$ cat config.mk
export PLATFORM = sky130hd
export DESIGN_NAME = ring_road_traffic_automaton
export DESIGN_NICKNAME = d
export VERILOG_FILES = /design/src/rrta_pkg.sv /design/src/rrta_dp.sv /design/src/rrta_ctrl.sv /design/src/ring_road_traffic_automaton.sv
export SDC_FILE = /design/constraint.sdc
export NUM_CORES = 2
export LEC_CHECK = 0
export BUFFER_PORTS_ARGS = -buffer_cell sky130_fd_sc_hd__buf_4
export CELL_PAD_IN_SITES_DETAIL_PLACEMENT = 0
export CELL_PAD_IN_SITES_GLOBAL_PLACEMENT = 1
export CORE_ASPECT_RATIO = 1.1
export CORE_MARGIN = 3
export CORE_UTILIZATION = 30
export DETAILED_ROUTE_END_ITERATION = 10
export PLACE_DENSITY = 0.58
export SYNTH_ARGS = -nofsm -noshare
export SYNTH_HDL_FRONTEND = slang
export SYNTH_SLANG_ARGS = --single-unit
$ cat constraint.sdc
create_clock -name clk -period 18.53 [get_ports clk]
set_input_delay 2.7795 -clock clk [delete_from_list [all_inputs] [get_ports clk]]
set_output_delay 2.7795 -clock clk [all_outputs]
set_load 0.01 [all_outputs]
$ cat src/rrta_pkg.sv
package rrta_pkg;

  // Ring size default; the top level parameter overrides it
  localparam int RING_CELLS_DEF = 64;

  localparam int SPEED_W = 4;
  localparam int ID_W    = 8;
  localparam int BRAKE_W = 7;
  localparam int MODE_W  = 2;
  localparam int IDX_W   = 6;
  localparam int CFG_IDX_W  = 1;
  localparam int CFG_DATA_W = BRAKE_W;
  localparam int IN_TDATA_W  = 32;
  localparam int OUT_TDATA_W = 24;

  // Operation codes carried on the input tuser
  localparam logic [MODE_W-1:0] MODE_LOAD   = 2'd0;
  localparam logic [MODE_W-1:0] MODE_UPDATE = 2'd1;
  localparam logic [MODE_W-1:0] MODE_READ   = 2'd2;
  localparam logic [MODE_W-1:0] MODE_CLEAR  = 2'd3;

  // Configuration register indexes
  localparam logic [CFG_IDX_W-1:0] REG_MAX_SPEED = 1'd0;
  localparam logic [CFG_IDX_W-1:0] REG_BRAKE     = 1'd1;

  // One road cell; an empty cell is all zeros
  typedef struct packed {
    logic               occ;
    logic [SPEED_W-1:0] speed;
    logic [ID_W-1:0]    car_id;
  } cell_t;

  typedef struct packed {
    logic accept;     // take the input transfer
    logic cap_read;   // capture a read cell as the result
    logic cell_take;  // latch the swept cell, start the gap search
    logic scan_step;  // advance the gap search by one cell
    logic gap_d;      // gap is the current search distance
    logic gap_lim;    // gap is at least the search limit
    logic apply;      // compute the move, write next generation, advance sweep
    logic emit;       // load the output register
    logic clear_run;  // zero one row of the banks
    logic clear_all;  // zero both banks, not only the next one
  } cmd_t;

  typedef struct packed {
    logic [MODE_W-1:0] mode_in;
    logic cell_occ;
    logic limit_zero;
    logic scan_hit;
    logic scan_end;
    logic last_pos;
    logic out_free;
    logic clr_last;
  } stat_t;

endpackage

$ cat src/rrta_dp.sv
module rrta_dp #(
  parameter int RING_CELLS = rrta_pkg::RING_CELLS_DEF
) (
  input  logic                               clk,
  input  logic                               rst,
  input  rrta_pkg::cmd_t                     cmd,
  output rrta_pkg::stat_t                    st,
  input  logic [rrta_pkg::IN_TDATA_W-1:0]    s_tdata,
  input  logic [rrta_pkg::MODE_W-1:0]        s_tuser,
  output logic                               m_tvalid,
  input  logic                               m_tready,
  output logic [rrta_pkg::OUT_TDATA_W-1:0]   m_tdata,
  output logic                               m_tlast,
  input  logic                               cfg_we,
  input  logic [rrta_pkg::CFG_IDX_W-1:0]     cfg_index,
  input  logic [rrta_pkg::CFG_DATA_W-1:0]    cfg_data
);
  import rrta_pkg::*;

  localparam int AW = $clog2(RING_CELLS);
  localparam int SW = ((AW > SPEED_W) ? AW : SPEED_W) + 1;
  localparam logic [AW-1:0] LAST = AW'(RING_CELLS - 1);

  // Input fields
  logic [IDX_W-1:0]   in_idx;
  logic               in_occ;
  logic [SPEED_W-1:0] in_speed;
  logic [ID_W-1:0]    in_id;
  logic [BRAKE_W-1:0] in_draw;
  logic               idx_ok_in;
  cell_t              load_cell;

  assign in_idx   = s_tdata[5:0];
  assign in_occ   = s_tdata[6];
  assign in_speed = s_tdata[10:7];
  assign in_id    = s_tdata[18:11];
  assign in_draw  = s_tdata[25:19];
  assign idx_ok_in = 32'(in_idx) < 32'(RING_CELLS);
  assign load_cell = in_occ ? cell_t'({1'b1, in_speed, in_id}) : cell_t'('0);

  // Configuration
  logic [SPEED_W-1:0] max_speed;
  logic [BRAKE_W-1:0] brake_percent;

  always_ff @(posedge clk) begin
    if (rst) begin
      max_speed     <= '0;
      brake_percent <= '0;
    end else if (cfg_we) begin
      if (cfg_index == REG_MAX_SPEED) max_speed <= cfg_data[SPEED_W-1:0];
      if (cfg_index == REG_BRAKE) brake_percent <= cfg_data;
    end
  end

  // Two banks; sel marks the one holding the current generation
  cell_t       bank0 [RING_CELLS];
  cell_t       bank1 [RING_CELLS];
  cell_t       rd0, rd1, rd_cur;
  logic        sel;
  logic [AW-1:0] raddr, wr_addr, clr_addr, pos, c, c_first, c_next, dest_c;
  cell_t       wr_data;
  logic        load_we, apply_we, we0, we1;

  assign rd_cur = sel ? rd1 : rd0;

  always_ff @(posedge clk) begin
    if (we0) bank0[wr_addr] <= wr_data;
    rd0 <= bank0[raddr];
  end

  always_ff @(posedge clk) begin
    if (we1) bank1[wr_addr] <= wr_data;
    rd1 <= bank1[raddr];
  end

  // Sweep state
  cell_t              cell_reg;
  logic [SPEED_W-1:0] v1, limit, d, g;
  logic [BRAKE_W-1:0] draw;
  logic               idx_ok;
  logic [4:0]         inc;
  logic [SPEED_W-1:0] v1_c, limit_c, v_cut, v_fin;
  logic               brake_hit;
  logic [SW-1:0]      sum;

  assign c_first = (pos == LAST) ? '0 : pos + AW'(1);
  assign c_next  = (c == LAST) ? '0 : c + AW'(1);

  assign inc     = {1'b0, rd_cur.speed} + 5'd1;
  assign v1_c    = (inc < {1'b0, max_speed}) ? inc[SPEED_W-1:0] : max_speed;
  assign limit_c = (32'(v1_c) > 32'(RING_CELLS - 1)) ? SPEED_W'(RING_CELLS - 1) : v1_c;

  assign v_cut     = (g < v1) ? g : v1;
  assign brake_hit = (brake_percent != '0) && (draw <= brake_percent);
  assign v_fin     = brake_hit ? ((v_cut != '0) ? v_cut - SPEED_W'(1) : '0) : v_cut;
  assign sum       = SW'(pos) + SW'(v_fin);
  assign dest_c    = (sum >= SW'(RING_CELLS)) ? AW'(sum - SW'(RING_CELLS)) : AW'(sum);

  assign load_we  = cmd.accept && (s_tuser == MODE_LOAD) && idx_ok_in;
  assign apply_we = cmd.apply && cell_reg.occ;

  always_comb begin
    raddr = c;
    if (cmd.accept) begin
      raddr = (s_tuser == MODE_UPDATE) ? pos : AW'(in_idx);
    end else if (cmd.cell_take) begin
      raddr = c_first;
    end else if (cmd.scan_step) begin
      raddr = c_next;
    end
  end

  always_comb begin
    wr_addr = clr_addr;
    wr_data = '0;
    if (load_we) begin
      wr_addr = AW'(in_idx);
      wr_data = load_cell;
    end else if (apply_we) begin
      wr_addr = dest_c;
      wr_data = cell_t'({1'b1, v_fin, cell_reg.car_id});
    end
  end

  assign we0 = (load_we && !sel) || (apply_we && sel) ||
               (cmd.clear_run && (cmd.clear_all || sel));
  assign we1 = (load_we && sel) || (apply_we && !sel) ||
               (cmd.clear_run && (cmd.clear_all || !sel));

  // Result registers
  cell_t            res;
  logic [IDX_W-1:0] res_dest;
  logic             res_done;

  always_ff @(posedge clk) begin
    if (rst) begin
      pos      <= '0;
      sel      <= 1'b0;
      clr_addr <= '0;
    end else begin
      if (cmd.accept && s_tuser == MODE_CLEAR) begin
        pos <= '0;
        sel <= 1'b0;
      end
      if (cmd.apply) begin
        pos <= (pos == LAST) ? '0 : pos + AW'(1);
        if (pos == LAST) sel <= ~sel;
      end
      if (cmd.clear_run) clr_addr <= (clr_addr == LAST) ? '0 : clr_addr + AW'(1);
    end
  end

  always_ff @(posedge clk) begin
    if (cmd.accept) begin
      draw     <= in_draw;
      idx_ok   <= idx_ok_in;
      res      <= (s_tuser == MODE_LOAD && idx_ok_in) ? load_cell : cell_t'('0);
      res_dest <= '0;
      res_done <= 1'b0;
    end
    if (cmd.cap_read) res <= idx_ok ? rd_cur : cell_t'('0);
    if (cmd.cell_take) begin
      cell_reg <= rd_cur;
      v1       <= v1_c;
      limit    <= limit_c;
      g        <= limit_c;
      c        <= c_first;
      d        <= '0;
    end
    if (cmd.scan_step) begin
      c <= c_next;
      d <= d + SPEED_W'(1);
    end
    if (cmd.gap_d) g <= d;
    if (cmd.gap_lim) g <= limit;
    if (cmd.apply) begin
      res      <= cell_reg.occ ? cell_t'({1'b1, v_fin, cell_reg.car_id}) : cell_t'('0);
      res_dest <= cell_reg.occ ? IDX_W'(dest_c) : '0;
      res_done <= (pos == LAST);
    end
  end

  // Output register
  cell_t            out_cell;
  logic [IDX_W-1:0] out_dest;
  logic             out_done;

  always_ff @(posedge clk) begin
    if (rst) begin
      m_tvalid <= 1'b0;
    end else if (cmd.emit) begin
      m_tvalid <= 1'b1;
    end else if (m_tready) begin
      m_tvalid <= 1'b0;
    end
  end

  always_ff @(posedge clk) begin
    if (cmd.emit) begin
      out_cell <= res;
      out_dest <= res_dest;
      out_done <= res_done;
    end
  end

  assign m_tdata = {5'd0, out_dest, out_cell.car_id, out_cell.speed, out_cell.occ};
  assign m_tlast = out_done;

  assign st.mode_in    = s_tuser;
  assign st.cell_occ   = rd_cur.occ;
  assign st.limit_zero = (limit_c == '0);
  assign st.scan_hit   = rd_cur.occ;
  assign st.scan_end   = ({1'b0, d} + 5'd1) == {1'b0, limit};
  assign st.last_pos   = (pos == LAST);
  assign st.out_free   = !m_tvalid || m_tready;
  assign st.clr_last   = (clr_addr == LAST);

endmodule

$ cat src/rrta_ctrl.sv
module rrta_ctrl (
  input  logic            clk,
  input  logic            rst,
  input  logic            s_tvalid,
  output logic            s_tready,
  input  rrta_pkg::stat_t st,
  output rrta_pkg::cmd_t  cmd
);
  import rrta_pkg::*;

  localparam logic [2:0] S_CLEAR = 3'd0;
  localparam logic [2:0] S_IDLE  = 3'd1;
  localparam logic [2:0] S_READ  = 3'd2;
  localparam logic [2:0] S_CELL  = 3'd3;
  localparam logic [2:0] S_SCAN  = 3'd4;
  localparam logic [2:0] S_APPLY = 3'd5;
  localparam logic [2:0] S_EMIT  = 3'd6;

  logic [2:0] state, state_next;
  logic       clr_pending, clr_pending_next;
  logic       clr_all, clr_all_next;

  assign s_tready = (state == S_IDLE);

  always_comb begin
    state_next       = state;
    clr_pending_next = clr_pending;
    clr_all_next     = clr_all;
    cmd              = '0;
    case (state)
      S_CLEAR: begin
        cmd.clear_run = 1'b1;
        cmd.clear_all = clr_all;
        if (st.clr_last) begin
          clr_pending_next = 1'b0;
          clr_all_next     = 1'b0;
          state_next       = S_IDLE;
        end
      end
      S_IDLE: begin
        if (s_tvalid) begin
          cmd.accept = 1'b1;
          case (st.mode_in)
            MODE_UPDATE: state_next = S_CELL;
            MODE_READ:   state_next = S_READ;
            MODE_CLEAR: begin
              clr_pending_next = 1'b1;
              clr_all_next     = 1'b1;
              state_next       = S_EMIT;
            end
            default:     state_next = S_EMIT;
          endcase
        end
      end
      S_READ: begin
        cmd.cap_read = 1'b1;
        state_next   = S_EMIT;
      end
      S_CELL: begin
        cmd.cell_take = 1'b1;
        state_next    = (st.cell_occ && !st.limit_zero) ? S_SCAN : S_APPLY;
      end
      S_SCAN: begin
        if (st.scan_hit) begin
          cmd.gap_d  = 1'b1;
          state_next = S_APPLY;
        end else if (st.scan_end) begin
          cmd.gap_lim = 1'b1;
          state_next  = S_APPLY;
        end else begin
          cmd.scan_step = 1'b1;
        end
      end
      S_APPLY: begin
        cmd.apply        = 1'b1;
        clr_pending_next = st.last_pos;
        state_next       = S_EMIT;
      end
      S_EMIT: begin
        if (st.out_free) begin
          cmd.emit   = 1'b1;
          state_next = clr_pending ? S_CLEAR : S_IDLE;
        end
      end
      default: state_next = S_IDLE;
    endcase
  end

  always_ff @(posedge clk) begin
    if (rst) begin
      state       <= S_CLEAR;
      clr_pending <= 1'b1;
      clr_all     <= 1'b1;
    end else begin
      state       <= state_next;
      clr_pending <= clr_pending_next;
      clr_all     <= clr_all_next;
    end
  end

endmodule

$ cat src/ring_road_traffic_automaton.sv
// Single-lane ring road traffic automaton of RING_CELLS cells, one car per cell.
// Input stream: s_tuser carries the operation (load, update, read, clear), s_tdata
// the cell index, the car to load and the brake draw. Each input transfer gives
// exactly one output transfer on m_tdata; m_tlast marks the update that finished
// a sweep and committed the next generation.
// The gap search of an update of a car walks at most min(accelerated speed,
// RING_CELLS-1) cells. It reads the current generation bank one cell per cycle
// through its single read port, which sets the update time. Unless a clearing
// pass follows, the block takes the next input in the cycle after the result is
// loaded into the output register; it takes no new input before then.
// The last update of a sweep and a clear are followed by a clearing pass over
// the cell banks; no input is taken meanwhile.
// Reset (rst, synchronous) clears the configuration to zero and starts the same
// clearing pass before s_tready rises.
// Results wait in an output register; a stalled receiver holds the block in its
// final step until the register frees, and the next input is taken once the
// result is loaded there. Configuration writes take effect at once.
module ring_road_traffic_automaton #(
  parameter int RING_CELLS = rrta_pkg::RING_CELLS_DEF
) (
  input  logic                               clk,
  input  logic                               rst,
  input  logic                               s_tvalid,
  output logic                               s_tready,
  // [5:0] cell_index, [6] load_occupied, [10:7] load_speed,
  // [18:11] load_car_id, [25:19] random_draw, [31:26] zero
  input  logic [rrta_pkg::IN_TDATA_W-1:0]    s_tdata,
  // [1:0] mode
  input  logic [rrta_pkg::MODE_W-1:0]        s_tuser,
  output logic                               m_tvalid,
  input  logic                               m_tready,
  // [0] cell_occupied, [4:1] cell_speed, [12:5] cell_car_id,
  // [18:13] destination_index, [23:19] zero
  output logic [rrta_pkg::OUT_TDATA_W-1:0]   m_tdata,
  // generation_done
  output logic                               m_tlast,
  input  logic                               cfg_we,
  input  logic [rrta_pkg::CFG_IDX_W-1:0]     cfg_index,
  input  logic [rrta_pkg::CFG_DATA_W-1:0]    cfg_data
);
  import rrta_pkg::*;

  cmd_t  cmd;
  stat_t st;

  // Sequence each operation: accept, fetch, gap search, move, deliver, clear
  rrta_ctrl u_ctrl (
    .clk      (clk),
    .rst      (rst),
    .s_tvalid (s_tvalid),
    .s_tready (s_tready),
    .st       (st),
    .cmd      (cmd)
  );

  // Cell banks, sweep position, speed arithmetic and output register
  rrta_dp #(
    .RING_CELLS (RING_CELLS)
  ) u_dp (
    .clk       (clk),
    .rst       (rst),
    .cmd       (cmd),
    .st        (st),
    .s_tdata   (s_tdata),
    .s_tuser   (s_tuser),
    .m_tvalid  (m_tvalid),
    .m_tready  (m_tready),
    .m_tdata   (m_tdata),
    .m_tlast   (m_tlast),
    .cfg_we    (cfg_we),
    .cfg_index (cfg_index),
    .cfg_data  (cfg_data)
  );

endmodule
Yosys cells after proc, flatten, opt, wreduce, memory -nomap -nowiden
Memories as Yosys holds them, arrays and structs flattened. A register that Yosys moved wholly into a read port is not among the register bits.
Cells that the tools add are included.
{ "totals": {"regBits": 104, "latchBits": 0, "ram_bits": 1664, "rom_bits": 0, "inputBits": 47, "out_inout_bits": 27, "n_memories": 2} }
{ "memory_table": {"columns": ["memory", "words", "word_bits", "read_ports", "rd_ports_with_merged_regs", "write_ports", "line", "text"], "rows": [
  ["u_dp.bank0", 64, 13, 1, 1, 1, "rrta_dp.sv:56", "cell_t bank0 [RING_CELLS];"],
  ["u_dp.bank1", 64, 13, 1, 1, 1, "rrta_dp.sv:57", "cell_t bank1 [RING_CELLS];"]
]} }
{ "op_classes": {"n_addsub": 9, "multipliers": 0, "div": 0, "n_lt_le_gt_ge": 4, "eq_ne": 18, "n_shift": 0, "n_mux": 74, "bitwise_logic": 2, "n_reduce_logical": 40} }
{ "op_table": {"columns": ["operator", "n"], "rows": [
  ["two-way mux 13 bit", 9],
  ["two-way mux 6 bit", 17],
  ["two-way mux 4 bit", 9],
  ["two-way mux 1 bit", 28],
  ["adder 6 x 1 -> 6 bit (second input constant)", 3],
  ["== test 6 bit (second input constant)", 3],
  ["two-way mux 3 bit", 6],
  ["one-hot mux 3 bit (6 select lines)", 1],
  ["AND reduction 4 bit", 3],
  ["logical AND 1 bit", 11],
  ["adder 4 x 1 -> 5 bit (second input constant)", 2],
  ["nonzero test 2 bit", 5],
  ["== test 3 bit (second input constant)", 3],
  ["nonzero test 3 bit", 3],
  ["adder 6 x 4 -> 7 bit", 1],
  ["greater-or-equal comparator 7 bit (second input constant)", 1],
  ["<= comparator 7 bit", 1],
  ["logical OR 1 bit", 7],
  ["nonzero test 7 bit", 1],
  ["== test 3 x 2 -> 1 bit (second input constant)", 2],
  ["inequality test 2 bit (second input constant)", 3],
  ["one-hot mux 3 bit (2 select lines)", 1],
  ["subtractor 6 x 1 -> 6 bit (second input constant)", 1],
  ["== test 5 x 4 -> 1 bit", 1],
  ["20 further kinds", 25]
]} }

Longest topological paths before layout
{ "logic_depth": {"depth_word": 10, "depth_mapped": 22} }

By module
A second synthesis with hierarchy kept.
{ "hier_totals": {"hier_cells": 5036, "area_unflattened_um2": 71730.0} }
{ "by_module_without_submodules": {"columns": ["mod", "instances", "cells_per_inst", "area_per_inst_um2"], "rows": [
  ["rrta_dp", 1, 4981, 71268.4],
  ["rrta_ctrl", 1, 55, 461.7]
]} }

Worst setup path after synthesis
No wires, ideal clock.
{ "synth_path": {"path_kind": "input-to-reg", "start": "input s_tuser[1] (netlist name)", "end": "memory u_dp.bank0[0][12] (netlist name) (data pin)", "setup_time_ps": 1199, "t_arrival_ps": 8084, "required_ps": 17331, "setup_slack_ps": 9247, "stages": 4, "path_cell_list": "inv_1 > ha_1 > nand2_1 > o21ai_0"} }
{ "synth_rtl": {"columns": ["item", "line", "text"], "rows": [
  ["start: declaration", "ring_road_traffic_automaton.sv:29", "input logic [rrta_pkg::MODE_W-1:0] s_tuser,"],
  ["end: declaration", "rrta_dp.sv:56", null]
]} }

==> flow_metrics.env <==
export IMPL_syn_inst=5577
export IMPL_slowest_stage="buf_4"
export IMPL_drv_cap=0
export IMPL_slew_viol_final=0
export IMPL_track_usage_pct=17.3
export IMPL_p_int_mw=7.76
export IMPL_rsz0062_at_grt="no"
export IMPL_drt_first_pass_iters=5
export IMPL_die_h_um=521
export IMPL_setup_tns_ns=0
export IMPL_timing_slew_headroom_pct=19.3
export IMPL_cts_tree="built"
export IMPL_vdd_drop_max_uv=112
export IMPL_p_sw_mw=4.61
export IMPL_wl_per_cell_um=24.5
export IMPL_drt_iter0_drc=4143
export IMPL_grt_pass1_vias=43700
export IMPL_synth_edff_count=1738
export IMPL_antenna_found_initial=9
export IMPL_power_leakage_nw=27.6
export IMPL_grt_pass1_wl_um=314000
export IMPL_synth_distinct_cells=72
export IMPL_worst_slew_pin_slew_ns=1.21
export IMPL_syn_to_final_growth_pct=14.1
export IMPL_fin_crit_sh_pct=42.3
export IMPL_hold_slack_ns=0.415
export IMPL_crit_path_start_kind="input port"
export IMPL_path_depth=13
export IMPL_synth_most_common_cell="edfxtp_1"
export IMPL_cp_max_fo=76
export IMPL_clockBufferDepth=3
export IMPL_ios=74
export IMPL_nNetsFinal=5703
export IMPL_top_regs="u_dp.bank0 (832), u_dp.bank1 (832)"
export IMPL_dp_cells=8576
export IMPL_period_minus_slack_ns=7.84
export IMPL_path_buf_inv=6
export IMPL_switching_share_pct=37.3
export IMPL_final_cells=8919
export IMPL_ys_top_cells_by_count="edfxtp_1 (1738), nand2_1 (1429), nand3_1 (628), nor2_1 (202), and3_1 (187)"
export IMPL_cts_resized=0
export IMPL_end_kind="flop"
export IMPL_hp_class="flop to flop"
export IMPL_rr_startpoint="u_ctrl.state[0]"
export IMPL_powerDensity_mw_per_mm2=150
export IMPL_crit_family="buffers and inverters"
export IMPL_path_cells="buf_4, nand2_1, inv_2, nand2_1, o211ai_1, buf_4, buf_4, buf_4, buf_4, nand3_1, nand3_1, nand4_1, or4_1"
export IMPL_synth_ff_type="edfxtp_1"
export IMPL_synthTopCellsByArea="edfxtp_1 (72%), nand2_1 (7.4%), nand3_1 (4.3%)"
export IMPL_globalplace_congestion=0.829
export IMPL_n_fill_cell=23200
export IMPL_port_buffers=62
export IMPL_num_rows=188
export IMPL_numCtsBuffers=185
export IMPL_synth_top_cell_by_area="edfxtp_1"
export IMPL_worstPathRequired_ns=19.24
export IMPL_p_seq_share_pct=38.2
export IMPL_combinationalPowerShare_pct=32.7
export IMPL_crit_start="s_tvalid"
export IMPL_finalWirelength_um=219000
export IMPL_cts_root_buffer="clkbuf_16"
export IMPL_ys_ff_latch=1794
export IMPL_synth_top_cell_area_share_pct=72.0
export IMPL_fin_skew_ns=0.0412
export IMPL_status="finished clean"
export IMPL_arrival_ns=8.55
export IMPL_synth_seq_area_share_pct=73.6
export IMPL_r2r_setup_slack_ns=11.71
export IMPL_r2r_cells=13
export IMPL_hold_viol_final=0
export IMPL_die_x_um=475
export IMPL_avgViaCountPerCell=5.08
export IMPL_initial_core_util_pct=30.3
export IMPL_dpl_worst_slack_ns=9.76
export IMPL_core_mm2=0.239
export IMPL_power_frac_clock_pct=29.1
export IMPL_drive_gt1_share_pct=10.3
export IMPL_route_vias_total=45300
export IMPL_slowest_delay_ns=0.83
export IMPL_overflow=0
export IMPL_yosys_warnings=0
export IMPL_insertion_delay_ns=0.84
export IMPL_htreeDepth=4
export IMPL_ys_async_sr_fraction_pct=0
export IMPL_timing_fmax_mhz=128
export IMPL_clk_pin_slew_worst_paths_ns=0.06
export IMPL_drc=0
export IMPL_numClockSinks=1794
export IMPL_setup_violations_final=0
export IMPL_netlist_area_mm2=0.0724
export IMPL_cts_setup_buffers=0
export IMPL_ant_nets=0
export IMPL_critPathKind="input port to flop"
export IMPL_avgSynthCellArea_um2=13.0
export IMPL_crit_path_frequent_cell="buf_4"
export IMPL_final_setup_worst_slack_ns=10.69
export IMPL_ctsHoldBuffers=0
export IMPL_holdCritStartpoint="u_dp.res_done"
export IMPL_grt_max_degree=156
export IMPL_holdPathStages=0
export IMPL_dieArea_mm2=0.247
export IMPL_dp_hpwl_um=126000
## stage by stage
step           power, mW  instance area [um^2]  util (%)
2_1_floorplan       7.32                 72500         -
3_3_place_gp        8.89                 76800      32.1
3_5_place_dp        8.91                 76800      32.1
4_1_cts             12.5                 82600      34.5
5_1_grt             13.0                 82600      34.5
6_report            12.4                 82600      34.5
## layout make-up
class | instances | area (um^2) | area share, %
multi-input cells | 3393 | 17600 | 21.4
clock buffers | 242 | 4920 | 5.96
well taps | 3135 | 3920 | 4.75
diodes | 11 | 27.5 | 0.0333
inverters | 22 | 82.6 | 0.0999
clock inverters | 90 | 892 | 1.08
repair buffers | 232 | 1830 | 2.21
flip-flops and latches | 1794 | 53300 | 64.5
## power by group through the flow
stage	Clock [mW]	Sequential (mW)	Combinational [mW]
final	3.60	4.72	4.05
after global routing	3.82	4.73	4.41
after CTS	3.68	4.72	4.11
after detailed placement	0	4.80	4.10
after global placement	0	4.80	4.09
after floorplan	0	4.77	2.55
## layer usage
layer / up-vias / global-route usage (%) / share of wire (%)
li1: 20800 / - / -
met5: - / 0 / 0
met4: 0 / 5.90 / 3.2
met1: 22900 / 23.0 / 43
met3: 286 / 2.55 / 5.5
met2: 1316 / 28.9 / 49
## path summary, 6_finish.rpt
| path | to |
|---|---|
| worst max-delay path | u_dp.rd0[12] |
| worst min-delay path | u_dp.m_tlast |
| worst max register to register | u_dp.rd0[12] |
| worst min register to register | u_dp.m_tlast |
## layout by cell type, fill, tap and decap left out, types with 29 or more instances in the layout
master,instances
a211oi_1,119
a21oi_1,140
a311oi_1,103
a31oi_1,80
and3_1,187
buf_4,225
clkbuf_1,50
clkbuf_16,186
clkinv_1,29
clkinv_2,33
dfxtp_1,56
edfxtp_1,1738
mux2i_1,66
nand2_1,1416
nand3_1,628
nor2_1,155
nor2_2,45
o21ai_0,84
o21ai_1,36
## kinds of logic after synthesis
group	Yosys count	synth area share (%)
buf+inv	394	2.48
other cells	1	0.00518
fa+ha+maj	28	0.494
compound gates	706	6.57
flops	1794	73.6
xor+xnor	18	0.218
simple gates	2547	15.3
mux	89	1.30
No activity file was read; power rests on OpenSTA's default activity.
